===== config.mk =====
export PLATFORM = sky130hd
export DESIGN_NAME = mbfr_ctrl
export DESIGN_NICKNAME = d
export VERILOG_FILES = /design/src/design/mbfr_pkg.sv /design/src/design/mbfr_ctrl.sv
export SDC_FILE = /design/constraint.sdc
export NUM_CORES = 1
export LEC_CHECK = 0
export CELL_PAD_IN_SITES_DETAIL_PLACEMENT = 0
export CELL_PAD_IN_SITES_GLOBAL_PLACEMENT = 1
export CORE_AREA = 2 2 39 41
export DETAILED_ROUTE_END_ITERATION = 7
export DIE_AREA = 0 0 41 43
export DONT_BUFFER_PORTS = 1
export PLACE_DENSITY = 0.67
export SYNTH_ARGS = -nofsm -noshare
export SYNTH_HDL_FRONTEND = slang
export SYNTH_SLANG_ARGS = --single-unit

===== constraint.sdc =====
create_clock -name clk_i -period 1.65 [get_ports clk_i]
set_clock_uncertainty 0.1 [all_clocks]
set_input_delay 0.4125 -clock clk_i [delete_from_list [all_inputs] [get_ports clk_i]]
set_output_delay 0.4125 -clock clk_i [all_outputs]
set_load 0.05 [all_outputs]

===== src/design/mbfr_pkg.sv =====
// Shared types, codes and constants for the monochrome bitmap flip/rotate core.
// Used by the controller, the datapath and the top level.
// No dependencies.
package mbfr_pkg;

  // Fixed field widths
  localparam int DIM_W    = 11;  // width/height registers
  localparam int ROW_W    = 10;
  localparam int COL_W    = 7;
  localparam int PIX_W    = 10;
  localparam int BYTE_W   = 8;
  localparam int KIND_W   = 2;
  localparam int MODE_W   = 2;
  localparam int STRIDE_W = 9;   // ceil(2047 / 8) fits in 9 bits
  localparam int STEP_W   = 3;   // one step per pixel of a byte
  localparam int DIM_MAX  = 2047;

  localparam int DEF_MAX_WIDTH  = 1024;
  localparam int DEF_MAX_HEIGHT = 1024;

  // Configuration register map
  localparam int APB_AW   = 4;
  localparam int APB_DW   = 32;
  localparam logic [1:0] REG_WIDTH  = 2'd0;
  localparam logic [1:0] REG_HEIGHT = 2'd1;
  localparam logic [1:0] REG_MODE   = 2'd2;

  localparam logic [DIM_W-1:0]  RST_WIDTH  = 11'd600;
  localparam logic [DIM_W-1:0]  RST_HEIGHT = 11'd800;

  // Item kinds
  localparam logic [KIND_W-1:0] KIND_WRITE_BYTE = 2'd0;
  localparam logic [KIND_W-1:0] KIND_SET_PIXEL  = 2'd1;
  localparam logic [KIND_W-1:0] KIND_READ       = 2'd2;

  // Readout views
  localparam logic [MODE_W-1:0] MODE_AS_STORED = 2'd0;
  localparam logic [MODE_W-1:0] MODE_FLIP_H    = 2'd1;
  localparam logic [MODE_W-1:0] MODE_FLIP_V    = 2'd2;
  localparam logic [MODE_W-1:0] MODE_ROTATE    = 2'd3;

  localparam logic [MODE_W-1:0] RST_MODE = MODE_AS_STORED;

  typedef enum logic [1:0] {
    ST_IDLE,
    ST_ISSUE,
    ST_DRAIN,
    ST_DONE
  } ctrl_state_e;

  typedef struct packed {
    logic [KIND_W-1:0] kind;
    logic [ROW_W-1:0]  row_index;
    logic [COL_W-1:0]  byte_column;
    logic [BYTE_W-1:0] byte_data;
    logic [PIX_W-1:0]  pixel_x;
    logic [PIX_W-1:0]  pixel_y;
    logic              pixel_value;
  } item_t;

  // Controller to datapath
  typedef struct packed {
    logic              load;
    logic              issue;
    logic [STEP_W-1:0] step;
    logic              out_load;
  } dp_cmd_t;

  // Datapath to controller
  typedef struct packed {
    logic hit;
    logic is_read;
  } dp_sts_t;

  localparam logic [STEP_W-1:0] STEP_LAST  = 3'd7;
  localparam logic [STEP_W-1:0] DRAIN_LAST = 3'd1;

endpackage


===== src/design/mbfr_ctrl.sv =====
// Sequencer for the bitmap core: input handshake, store access steps and
// the output register handshake. Depends on mbfr_pkg.
module mbfr_ctrl
  import mbfr_pkg::*;
(
  input  logic    clk_i,
  input  logic    rst_ni,
  input  logic    in_valid_i,
  output logic    in_ready_o,
  output logic    out_valid_o,
  input  logic    out_ready_i,
  input  dp_sts_t sts_i,
  output dp_cmd_t cmd_o
);

  ctrl_state_e state_q, state_d;
  logic [STEP_W-1:0] cnt_q, cnt_d;
  logic out_valid_q, out_valid_d;

  // Next state
  always_comb begin
    state_d = state_q;
    case (state_q)
      ST_IDLE: begin
        if (in_valid_i) state_d = ST_ISSUE;
      end
      ST_ISSUE: begin
        if (!sts_i.hit || !sts_i.is_read || cnt_q == STEP_LAST) state_d = ST_DRAIN;
      end
      ST_DRAIN: begin
        if (cnt_q == DRAIN_LAST) state_d = ST_DONE;
      end
      ST_DONE: begin
        if (!out_valid_q || out_ready_i) state_d = ST_IDLE;
      end
      default: state_d = ST_IDLE;
    endcase
  end

  // Outputs
  always_comb begin
    cmd_o      = '0;
    in_ready_o = 1'b0;
    case (state_q)
      ST_IDLE: begin
        in_ready_o = 1'b1;
        cmd_o.load = in_valid_i;
      end
      ST_ISSUE: begin
        cmd_o.issue = sts_i.hit;
        cmd_o.step  = cnt_q;
      end
      ST_DRAIN: begin
        cmd_o = '0;
      end
      ST_DONE: begin
        cmd_o.out_load = !out_valid_q || out_ready_i;
      end
      default: cmd_o = '0;
    endcase
  end

  // Step / drain counter, cleared on every state change
  always_comb begin
    if (state_d != state_q) cnt_d = '0;
    else if (state_q == ST_ISSUE || state_q == ST_DRAIN) cnt_d = cnt_q + 3'd1;
    else cnt_d = '0;
  end

  always_comb begin
    out_valid_d = out_valid_q;
    if (out_valid_q && out_ready_i) out_valid_d = 1'b0;
    if (cmd_o.out_load) out_valid_d = 1'b1;
  end

  assign out_valid_o = out_valid_q;

  always_ff @(posedge clk_i or negedge rst_ni) begin
    if (!rst_ni) begin
      state_q     <= ST_IDLE;
      cnt_q       <= '0;
      out_valid_q <= 1'b0;
    end else begin
      state_q     <= state_d;
      cnt_q       <= cnt_d;
      out_valid_q <= out_valid_d;
    end
  end

endmodule


==> results of run 1 <==
[worst max path at each step]
| stage | startpoint | end | cells past startpoint |
|---|---|---|---|
| 2_1_floorplan | cnt_q[0] | cnt_q[0] | 6 |
| 3_3_place_gp | cnt_q[0] | cnt_q[1] | 6 |
| 3_5_place_dp | cnt_q[0] | cnt_q[1] | 6 |
| 4_1_cts | state_q[1] | cmd_o[0] | 4 |
| 5_1_grt | state_q[1] | cmd_o[0] | 4 |
| 6_report | state_q[1] | cmd_o[0] | 4 |
[registers in the layout (all words and copies together) (netlist names)]
name         flops
cnt_q            3
out_valid_o      1
state_q          2
[power groups by stage]
stage	sequential, mW	combinational, mW	clock (mW)
2_1_floorplan	0.297	0.617	0
3_3_place_gp	0.255	1.01	0
3_5_place_dp	0.254	1.01	0
4_1_cts	0.254	1.19	0.135
5_1_grt	0.266	1.28	0.144
6_report	0.255	1.19	0.126
[what timing repair did]
| item | CTS | global route |
|---|---|---|
| hold buffers | 1 | 0 |
| hold endpoints to repair | 6 | 0 |
| gates resized for setup | 14 | 2 |
| setup buffers | 3 | 0 |
| gates cloned | 0 | 0 |
| pin swaps | 10 | 6 |
| endpoints found under the setup margin | 11 | 12 |
[cell usage in the layout (no fill, tap or decap), types with 2 or more instances in the layout]
cell type,count
clkbuf_4,3
nand2b_1,2
ha_4,3
inv_2,2
ha_2,3
nand2_1,2
nor2_1,2
nand4b_1,2
and2_4,6
buf_4,15
nor4b_2,2
dfrtp_1,6
buf_6,2
[critical path: cells and delay by family (launching register included)]
family / cells / cell delay, ps
flip-flops: 1 / 420
buffers and inverters: 2 / 280
adder cells (fa/ha/maj): 1 / 150
AND/OR/NAND/NOR: 1 / 140
[layer usage]
metal	vias up	wire, um	global-route usage, %
met3	2	27	3.14
li1	211	-	-
met2	7	546	21.9
met4	0	10	10.0
met1	197	375	13.3
met5	-	0	0
[per-stage QoR]
step	instance area (um^2)	total power, mW	TNS (ps)	cells	hold WS [ps]
after floorplan	480	0.915	0	46	16.9
after global placement	618	1.27	-76.7	76	17.1
after detailed placement	618	1.27	-190	76	17.1
after CTS	728	1.58	-609	83	272
after global routing	734	1.69	-1170	83	289
final	734	1.57	-412	83	282
[layout make-up]
type,count,area share [%]
Clock buffer,3,3.07
Tap cell,16,2.73
Inverter,3,1.53
Timing Repair Buffer,19,22.5
Sequential cell,6,20.4
Multi-Input combinational cell,36,49.7
[logic make-up after synthesis]
logic type	after synthesis	synth area share, %
compound gates	6	8.15
fa+ha+maj	7	19.0
buf+inv	4	4.08
flops	6	32.6
simple gates	23	36.1
==> results by group, run 1 <==
STA
  • Worst-Margin Slew: about 380 ps
  • RSZ-0062 raised after global routing: true
  • Hold Vio Cnt, Final: 0
  • Slew margin rel.: 74.0%
  • Period utilization: 105%
  • Final max-slew violation count: 0
  • Final Critical Period: between 1500 and 2000 ps
  • Final WS setup: -77.4 ps
  • Fmax: 579 MHz
  • Final setup vio count: 10

Die
  • Die H: 43 um
  • Die width: 41 um
  • CORE AREA: 1380 um^2
  • I/O pins: 14
  • Die Footprint: 1760 um^2
  • Initial Util: 33.3%
  • Row count: 14

Setup path
  • Worst path required time: approximately 1100 ps
  • CP Max Fanout: 4
  • Critical Path Source Type: flip-flop
  • Crit end category: primary output
  • Reg-to-reg slack, setup: -40 ps
  • Critical-path cell list: buf_6 -> ha_4 -> and2_4 -> buf_12
  • Critical Path Max Stage Delay: 420 ps
  • CP arrival: 1210 ps
  • WS Path Type: reg -> out
  • R2R depth: 6
  • RR Endpoint: cnt_q[2]
  • R2r startpoint: state_q[0]
  • CP max-delay cell: dfrtp_1

Placed design
  • RD Place Congestion: 0.686
  • IO buf count: 0
  • Pre-CTS WS: -83.3 ps
  • HPWL after DPL: 785 um

Final layout
  • Fin util: a little over half
  • Final nets: 82
  • Number of diodes: 0
  • FF+latch area: approximately 150 um^2
  • Multi-input gate area: 365 um^2
  • Share of cells above drive strength 1: 58.2%
  • Fillers: 134
  • Syn-to-layout area delta: 59.5%

Synthesis
  • Sequential share of the synthesized area: around 33%
  • Synthesis-stage register bit count: 6
  • Count leader, synth: ha_1
  • Post-synth top flop: dfrtp_1
  • Syn_area_per_cell: ~10 um^2
  • Synth cell types: 23
  • Post-synth top area share: 32.6%
  • Syn Inst Count: 46
  • Async SR Flop Fraction: 100%
  • Largest area contributor in the netlist: dfrtp_1
  • Area of the mapped netlist: approximately 460 um^2
  • Ys Warns: 0
  • Synth area leaders: dfrtp_1 33%, ha_1 19%, and2_1 6.8%
  • Syn Nets: just under 60
  • Synth top cells by count: 7 x ha_1, 6 x dfrtp_1, 5 x and2_1
  • EDFF count, synth: 0

Clock tree
  • Root Buffer: clkbuf_4
  • CTS tree: yes
  • Bufs on Longest Clock Path: 2
  • # clock sinks: 6
  • Clock slew at reported path FFs: 40 ps
  • Deepest level of the CTS H-tree: 1
  • Num CTS Buffers: 3
  • Later-pin clock latency in the skew report: 230 ps

Min path
  • Hold-critical path endpoint: out_valid_o
  • Worst hold path type: in -> reg
  • HP Start: out_ready_i
  • Hold path cells: 2

Global routing
  • Tot GR Track Use: 13.3%
  • Initial antenna violation count: 0
  • Total grt overflow: 0
  • Largest net degree at the start of global routing: 7
  • First-pass GRT wire length: 1.48 mm
  • Via count of the first global-routing pass: 412

Drt
  • 1st-iter DRT viols: 2
  • Vias: around 420
  • Drt pass-1 iters: 3
  • Via/cell ratio: 5.02
  • Routed WL: 959 um
  • Routed WL per cell: 11.6 um
  • DRC: 0
  • Antenna viol nets, final: 0

Power and ir drop
  • Sequential Power Share: about 16%
  • Clock share of power: 8.0%
  • Static Leak: 0.339 nW
  • Power Internal: 883 uW
  • Switch share: 43.9%
  • Worst vdd ir: 911 uV
  • Switch Pwr: 691 uW
  • PwrDens: 2140 nW/um^2
  • Combinational Power Share: about three quarters

Status
  • Status: complete, but fails checks
  • Failing checks: negative setup slack

Flow run
  • Max Cap Viol: 0
Power figures use the tool's default switching activity.
==> run 2, diff against run 1 <==
--- a/config.mk
+++ b/config.mk
@@ -12,6 +12,7 @@
 export DIE_AREA = 0 0 41 43
 export DONT_BUFFER_PORTS = 1
 export PLACE_DENSITY = 0.67
+export SKIP_CTS_REPAIR_TIMING = 1
 export SYNTH_ARGS = -nofsm -noshare
 export SYNTH_HDL_FRONTEND = slang
 export SYNTH_SLANG_ARGS = --single-unit
==> results by group, run 2 (synthesis results as in run 1) <==
Setup path
  • CP arrival: 1230 ps (+20 ps)
  • WS Path Type: reg -> out
  • Crit end category: primary output
  • Worst path required time: 1140 ps (about the same)
  • Critical Path Source Type: flip-flop
  • CP Max Fanout: 4 (unchanged)

Die
  • Initial Util: 33.3% (unchanged)
  • Die H: 43 um (unchanged)
  • Row count: 14 (unchanged)
  • CORE AREA: 1380 um^2 (unchanged)
  • Die Footprint: 1760 um^2 (unchanged)
  • Die width: 41 um (unchanged)
  • I/O pins: 14 (unchanged)

Final layout
  • Final nets: 80 (-2.4%)
  • Max FFs per register: 3 (unchanged)
  • Fin util: 53.5% (+0.45 points)
  • Commonest cells after routing, fill and taps aside: 13 x buf_4, 6 x and2_4, 5 x dfrtp_1
  • Multi-input gate area: 383 um^2 (+4.8%)
  • Share of cells above drive strength 1: 60.0% (+1.8 points)
  • FF+latch area: 151 um^2 (+0.83%)
  • Final std cells w/o fill: 81 (-2.4%)
  • Syn-to-layout area delta: 60.9%
  • Fillers: 128 (-4.5%)
  • Number of diodes: 0 (unchanged)
  • Reg with most FFs: cnt_q
  • Most common cell after layout, fill and taps aside: buf_4
  • Post-route design area: 741 um^2 (+0.85%)

Power and ir drop
  • Static Leak: 0.328 nW (-3.2%)
  • Worst vdd ir: 892 uV (-2.0%)
  • PwrDens: 2120 nW/um^2 (-1.3%)

Drt
  • DRC: 0 (unchanged)
  • Antenna viol nets, final: 0 (unchanged)
  • 1st-iter DRT viols: 0 (-2)
  • Vias: 409 (-1.9%)
  • Via/cell ratio: 5.05 (+0.50%)
  • Routed WL: 958 um (-0.10%)
  • Drt pass-1 iters: 1 (-2)
  • Routed WL per cell: 11.8 um (+2.4%)

STA
  • Period utilization: 106% (+0.94 points)
  • Hold Vio Cnt, Final: 0 (unchanged)
  • Final Critical Period: 1740 ps (+15.5 ps)
  • Final setup vio count: 10 (unchanged)
  • Slew margin rel.: 75.4% (+1.4 points)
  • Setup TNS: -455 ps (-43.1 ps)
  • Fmax: 574 MHz (-0.89%)
  • Final WS setup: -92.9 ps (-15.5 ps)
  • RSZ-0062 raised after global routing: true
  • Final max-slew violation count: 0 (unchanged)
  • Worst-Margin Slew: 367 ps (-17.8 ps)

Clock tree
  • Clock slew at reported path FFs: 40 ps (about the same)
  • Num CTS Buffers: 3 (unchanged)
  • Root Buffer: clkbuf_4
  • Deepest level of the CTS H-tree: 1 (unchanged)
  • Bufs on Longest Clock Path: 2 (unchanged)
  • CTS tree: yes
  • Later-pin clock latency in the skew report: 230 ps (about the same)
  • # clock sinks: 6 (unchanged)

Global routing
  • Total grt overflow: 0 (unchanged)
  • Tot GR Track Use: 12.5% (-0.81 points)
  • First-pass GRT wire length: 1.40 mm (-5.6%)
  • Via count of the first global-routing pass: 383 (-7.0%)
  • Largest net degree at the start of global routing: 9 (+2)
  • Initial antenna violation count: 0 (unchanged)

Placed design
  • IO buf count: 0 (unchanged)
  • Placed cell areas: 618 um^2 (unchanged)
  • Pre-CTS WS: -83.3 ps (unchanged)
  • RD Place Congestion: 0.686 (unchanged)
  • DP Cell Count: 76 (unchanged)
  • HPWL after DPL: 785 um (unchanged)

Status
  • Failing checks: negative setup slack
  • Status: complete, but fails checks

Flow run
  • Max Cap Viol: 0 (unchanged)

Min path
  • Worst hold path type: in -> reg
[run 2: where the power goes]
| part | internal, mW | switching, mW | total (mW) | leakage, nW |
|---|---|---|---|---|
| clock network | 0.0816 | 0.0435 | 0.125 | 0.0138 |
| registers | 0.210 | 0.0533 | 0.264 | 0.0764 |
| logic | 0.578 | 0.601 | 1.18 | 0.238 |
| total | 0.870 | 0.698 | 1.57 | 0.328 |
[run 2: layout make-up]
type | count | area share, %
Inverter | 3 | 1.86
Clock buffer | 3 | 3.04
Tap cell | 16 | 2.70
Multi-Input combinational cell | 36 | 51.7
Timing Repair Buffer | 17 | 20.3
Sequential cell | 6 | 20.4
[run 2: critical path, stage by stage, from the launching register on]
cell and delay [ps]:
dfrtp_2 440, buf_6 130, ha_4 150, and2_4 140, buf_12 140
[run 2: metrics by stage]
step / power, mW / hold slack (ps)
after detailed placement: 1.27 / 17.1
after global placement: 1.27 / 17.1
after floorplan: 0.915 / 16.9
final: 1.57 / 277
after CTS: 1.40 / -240
after global routing: 1.69 / 285
[run 2: final timing paths]
path | start | end | slack (ps) | cells past startpoint
min in group asynchronous | rst_ni | cnt_q[2] | 380 | 1
max in group asynchronous | rst_ni | state_q[1] | 850 | 1
max reg2reg | cnt_q[0] | cnt_q[1] | -60 | 6
min reg2reg | out_valid_o | out_valid_o | 440 | 2
max | state_q[1] | cmd_o[0] | -90 | 4
min | in_valid_i | state_q[1] | 280 | 2
[run 2: routing by layer]
layer / track usage, % / share of wire, %
met5: 0 / 0
met4: 10.0 / 0.84
met3: 3.66 / 2.7
met2: 18.8 / 55
met1: 13.6 / 41
==> run 3, diff against run 2 <==
--- a/config.mk
+++ b/config.mk
@@ -5,13 +5,13 @@
 export SDC_FILE = /design/constraint.sdc
 export NUM_CORES = 1
 export LEC_CHECK = 0
+export ABC_AREA = 1
 export CELL_PAD_IN_SITES_DETAIL_PLACEMENT = 0
 export CELL_PAD_IN_SITES_GLOBAL_PLACEMENT = 1
-export CORE_AREA = 2 2 39 41
+export CORE_UTILIZATION = 35
 export DETAILED_ROUTE_END_ITERATION = 7
-export DIE_AREA = 0 0 41 43
 export DONT_BUFFER_PORTS = 1
-export PLACE_DENSITY = 0.67
+export PLACE_DENSITY = 0.72
 export SKIP_CTS_REPAIR_TIMING = 1
 export SYNTH_ARGS = -nofsm -noshare
 export SYNTH_HDL_FRONTEND = slang
==> results by group, run 3 <==
Synthesis
  • Syn Inst Count: 71 (+54%)
  • Ys Warns: 0 (unchanged)
  • Largest area contributor in the netlist: dfrtp_1
  • EDFF count, synth: 0 (unchanged)
  • Sequential share of the synthesized area: 30.8% (-1.8 points)
  • Synthesis-stage register bit count: 6 (unchanged)
  • Async SR Flop Fraction: 100% (unchanged)
  • Syn_area_per_cell: 6.86 um^2 (-32%)
  • Post-synth top flop: dfrtp_1
  • Area of the mapped netlist: 487 um^2 (+5.7%)
  • Post-synth top area share: 30.8% (-1.8 points)
  • Synth cell types: 13 (-43%)
  • Synth area leaders: dfrtp_1 31%, ha_1 18%, nand2_1 16%
  • Syn Nets: 84 (+42%)
  • Synth top cells by count: 21 x nand2_1, 17 x inv_1, 7 x ha_1
  • Count leader, synth: nand2_1

Drt
  • Vias: 458 (+12%)
  • Routed WL per cell: 10.2 um (-14%)
  • Antenna viol nets, final: 0 (unchanged)
  • Routed WL: 1.04 mm (+8.6%)
  • 1st-iter DRT viols: 5 (+5)
  • DRC: 0 (unchanged)
  • Via/cell ratio: 4.49 (-11%)
  • Drt pass-1 iters: 2 (+1)

Status
  • Status: complete, but fails checks
  • Failing checks: negative setup slack

Setup path
  • CP max-delay cell: dfrtp_1
  • CP startpoint: state_q[0]
  • Crit end category: primary output
  • WS Path Type: reg -> out
  • RR Endpoint: cnt_q[1]
  • Delay-heaviest family, CP: flip-flops
  • Critical Path Source Type: flip-flop
  • Critical-path cell list: buf_4 -> ha_4 -> nand2_1 -> inv_2 -> buf_12
  • R2r startpoint: cnt_q[1]
  • Worst path required time: 1140 ps (about the same)
  • Critical Path Max Stage Delay: 400 ps (-40 ps)
  • CP Buf/Inv Count: 3 (+1)
  • CP Max Fanout: 6 (+2)
  • CP arrival: 1220 ps (about the same)
  • WP depth: 5 (+1)
  • Reg-to-reg slack, setup: 50 ps (+110 ps)
  • R2R depth: 11 (+5)
  • Crit path capture: cmd_o[3]

STA
  • Fmax: 578 MHz (+0.67%)
  • Worst-Margin Slew: 255 ps (-112 ps)
  • RSZ-0062 raised after global routing: true
  • Final setup vio count: 7 (-3)
  • Slew margin rel.: 82.9% (+7.6 points)
  • Period utilization: 105% (-0.71 points)
  • Final Critical Period: 1730 ps (-11.7 ps)
  • Hold Vio Cnt, Final: 0 (unchanged)
  • WHS: 199 ps (-78.1 ps)
  • Final WS setup: -81.2 ps (+11.7 ps)
  • Final max-slew violation count: 0 (unchanged)

Global routing
  • Largest net degree at the start of global routing: 7 (-2)
  • Met1 Usage GRT: 20.4% (+6.7 points)
  • Met3 Usage GRT: 1.14% (-2.5 points)
  • First-pass GRT wire length: 1.49 mm (+6.4%)
  • Via count of the first global-routing pass: 363 (-5.2%)
  • Tot GR Track Use: 14.0% (+1.5 points)
  • Met2 GRT Util: 21.3% (+2.5 points)
  • Top Usage Layer GRT: met2
  • Total grt overflow: 0 (unchanged)
  • Initial antenna violation count: 0 (unchanged)

Final layout
  • Syn-to-layout area delta: 54.2%
  • Reg with most FFs: cnt_q
  • Final std cells w/o fill: 102 (+26%)
  • Final nets: 102 (+28%)
  • Number of diodes: 0 (unchanged)
  • Most common cell after layout, fill and taps aside: nand2_1
  • Commonest cells after routing, fill and taps aside: 17 x nand2_1, 10 x inv_1, 8 x buf_4
  • Max FFs per register: 3 (unchanged)
  • Share of cells above drive strength 1: 47.1% (-13 points)

Clock tree
  • # clock sinks: 6 (unchanged)
  • Num CTS Buffers: 3 (unchanged)
  • Root Buffer: clkbuf_4
  • CTS tree: yes
  • Deepest level of the CTS H-tree: 1 (unchanged)
  • Later-pin clock latency in the skew report: 230 ps (about the same)
  • Bufs on Longest Clock Path: 2 (unchanged)
  • Clock slew at reported path FFs: 40 ps (about the same)

Die
  • I/O pins: 14 (unchanged)
  • Row count: 13 (-1)
  • Die width: 39.3 um (-4.2%)
  • Die H: 39.3 um (-8.6%)
  • Die Footprint: 1540 um^2 (-12%)
  • CORE AREA: 1300 um^2 (-6.0%)
  • Initial Util: 37.4% (+4.1 points)

Placed design
  • RD Place Congestion: 0.746 (+8.7%)
  • DP Cell Count: 95 (+25%)
  • IO buf count: 0 (unchanged)
  • HPWL after DPL: 812 um (+3.4%)

Power and ir drop
  • PwrDens: 1710 nW/um^2 (-19%)
  • Static Leak: 0.391 nW (+19%)
  • Worst vdd ir: 947 uV (+6.2%)

Min path
  • Worst hold path type: in -> reg

Flow run
  • Max Cap Viol: 0 (unchanged)
## run 3: cell count changes after synthesis, moves of 2 or more
cell and change:
nand4b_1 -2, o21ai_1 -2, nand2_2 +2, nor4b_1 -2, nor2_1 +4, nand2_1 +19, and2_1 -5, nand2b_1 -2
inv_1 +14, nand4_1 +3, nand3_1 +3
## run 3: worst min-delay path by stage
| stage | from | end | depth (start not counted) |
|---|---|---|---|
| floorplan | rst_ni | cnt_q[0] | 0 |
| global placement | rst_ni | cnt_q[0] | 0 |
| detailed placement | rst_ni | cnt_q[2] | 0 |
| CTS | rst_ni | cnt_q[2] | 0 |
| global route | out_ready_i | out_valid_o | 1 |
| finish | out_ready_i | out_valid_o | 1 |
## run 3: stage by stage
step / utilization, % / power, mW / setup TNS [ps] / setup slack (ps) / instance area [um^2]
CTS: 50.9 / 1.13 / -1100 / -218 / 662
finish: 57.7 / 1.28 / -417 / -81.2 / 751
floorplan: - / 0.795 / 0 / 2.69 / 503
global route: 57.7 / 1.37 / -904 / -126 / 751
detailed placement: 49.1 / 1.00 / 0 / 33.5 / 639
global placement: 49.1 / 0.992 / 0 / 60.1 / 639
## run 3: per-layer routing
layer,vias up,wire length (um)
met5,-,0
met4,0,0
li1,244,-
met1,206,479
met2,8,515
met3,0,46
## run 3: final cells by class
class                      instances  area (um^2)
clock buffer                       3         22.5
tap                               15         18.8
timing repair buffer              14          161
sequential                         6          150
multi-input combinational         46          327
inverter                          18         71.3
fill                             131          551
## run 3: kinds of logic after synthesis
| logic type | count (synthesis) | share of synthesized area (%) |
|---|---|---|
| AO/OA/AOI/OAI | 2 | 2.06 |
| adder cells (fa/ha/maj) | 7 | 18.0 |
| buffers and inverters | 19 | 15.4 |
| flip-flops | 6 | 30.8 |
| AND/OR/NAND/NOR | 37 | 33.7 |
## run 3: power breakdown
group          leakage [nW]  switching (mW)  internal [mW]
clock network        0.0138          0.0403         0.0814
registers            0.0803          0.0331          0.189
logic                 0.297           0.573          0.363
total                 0.391           0.647          0.633
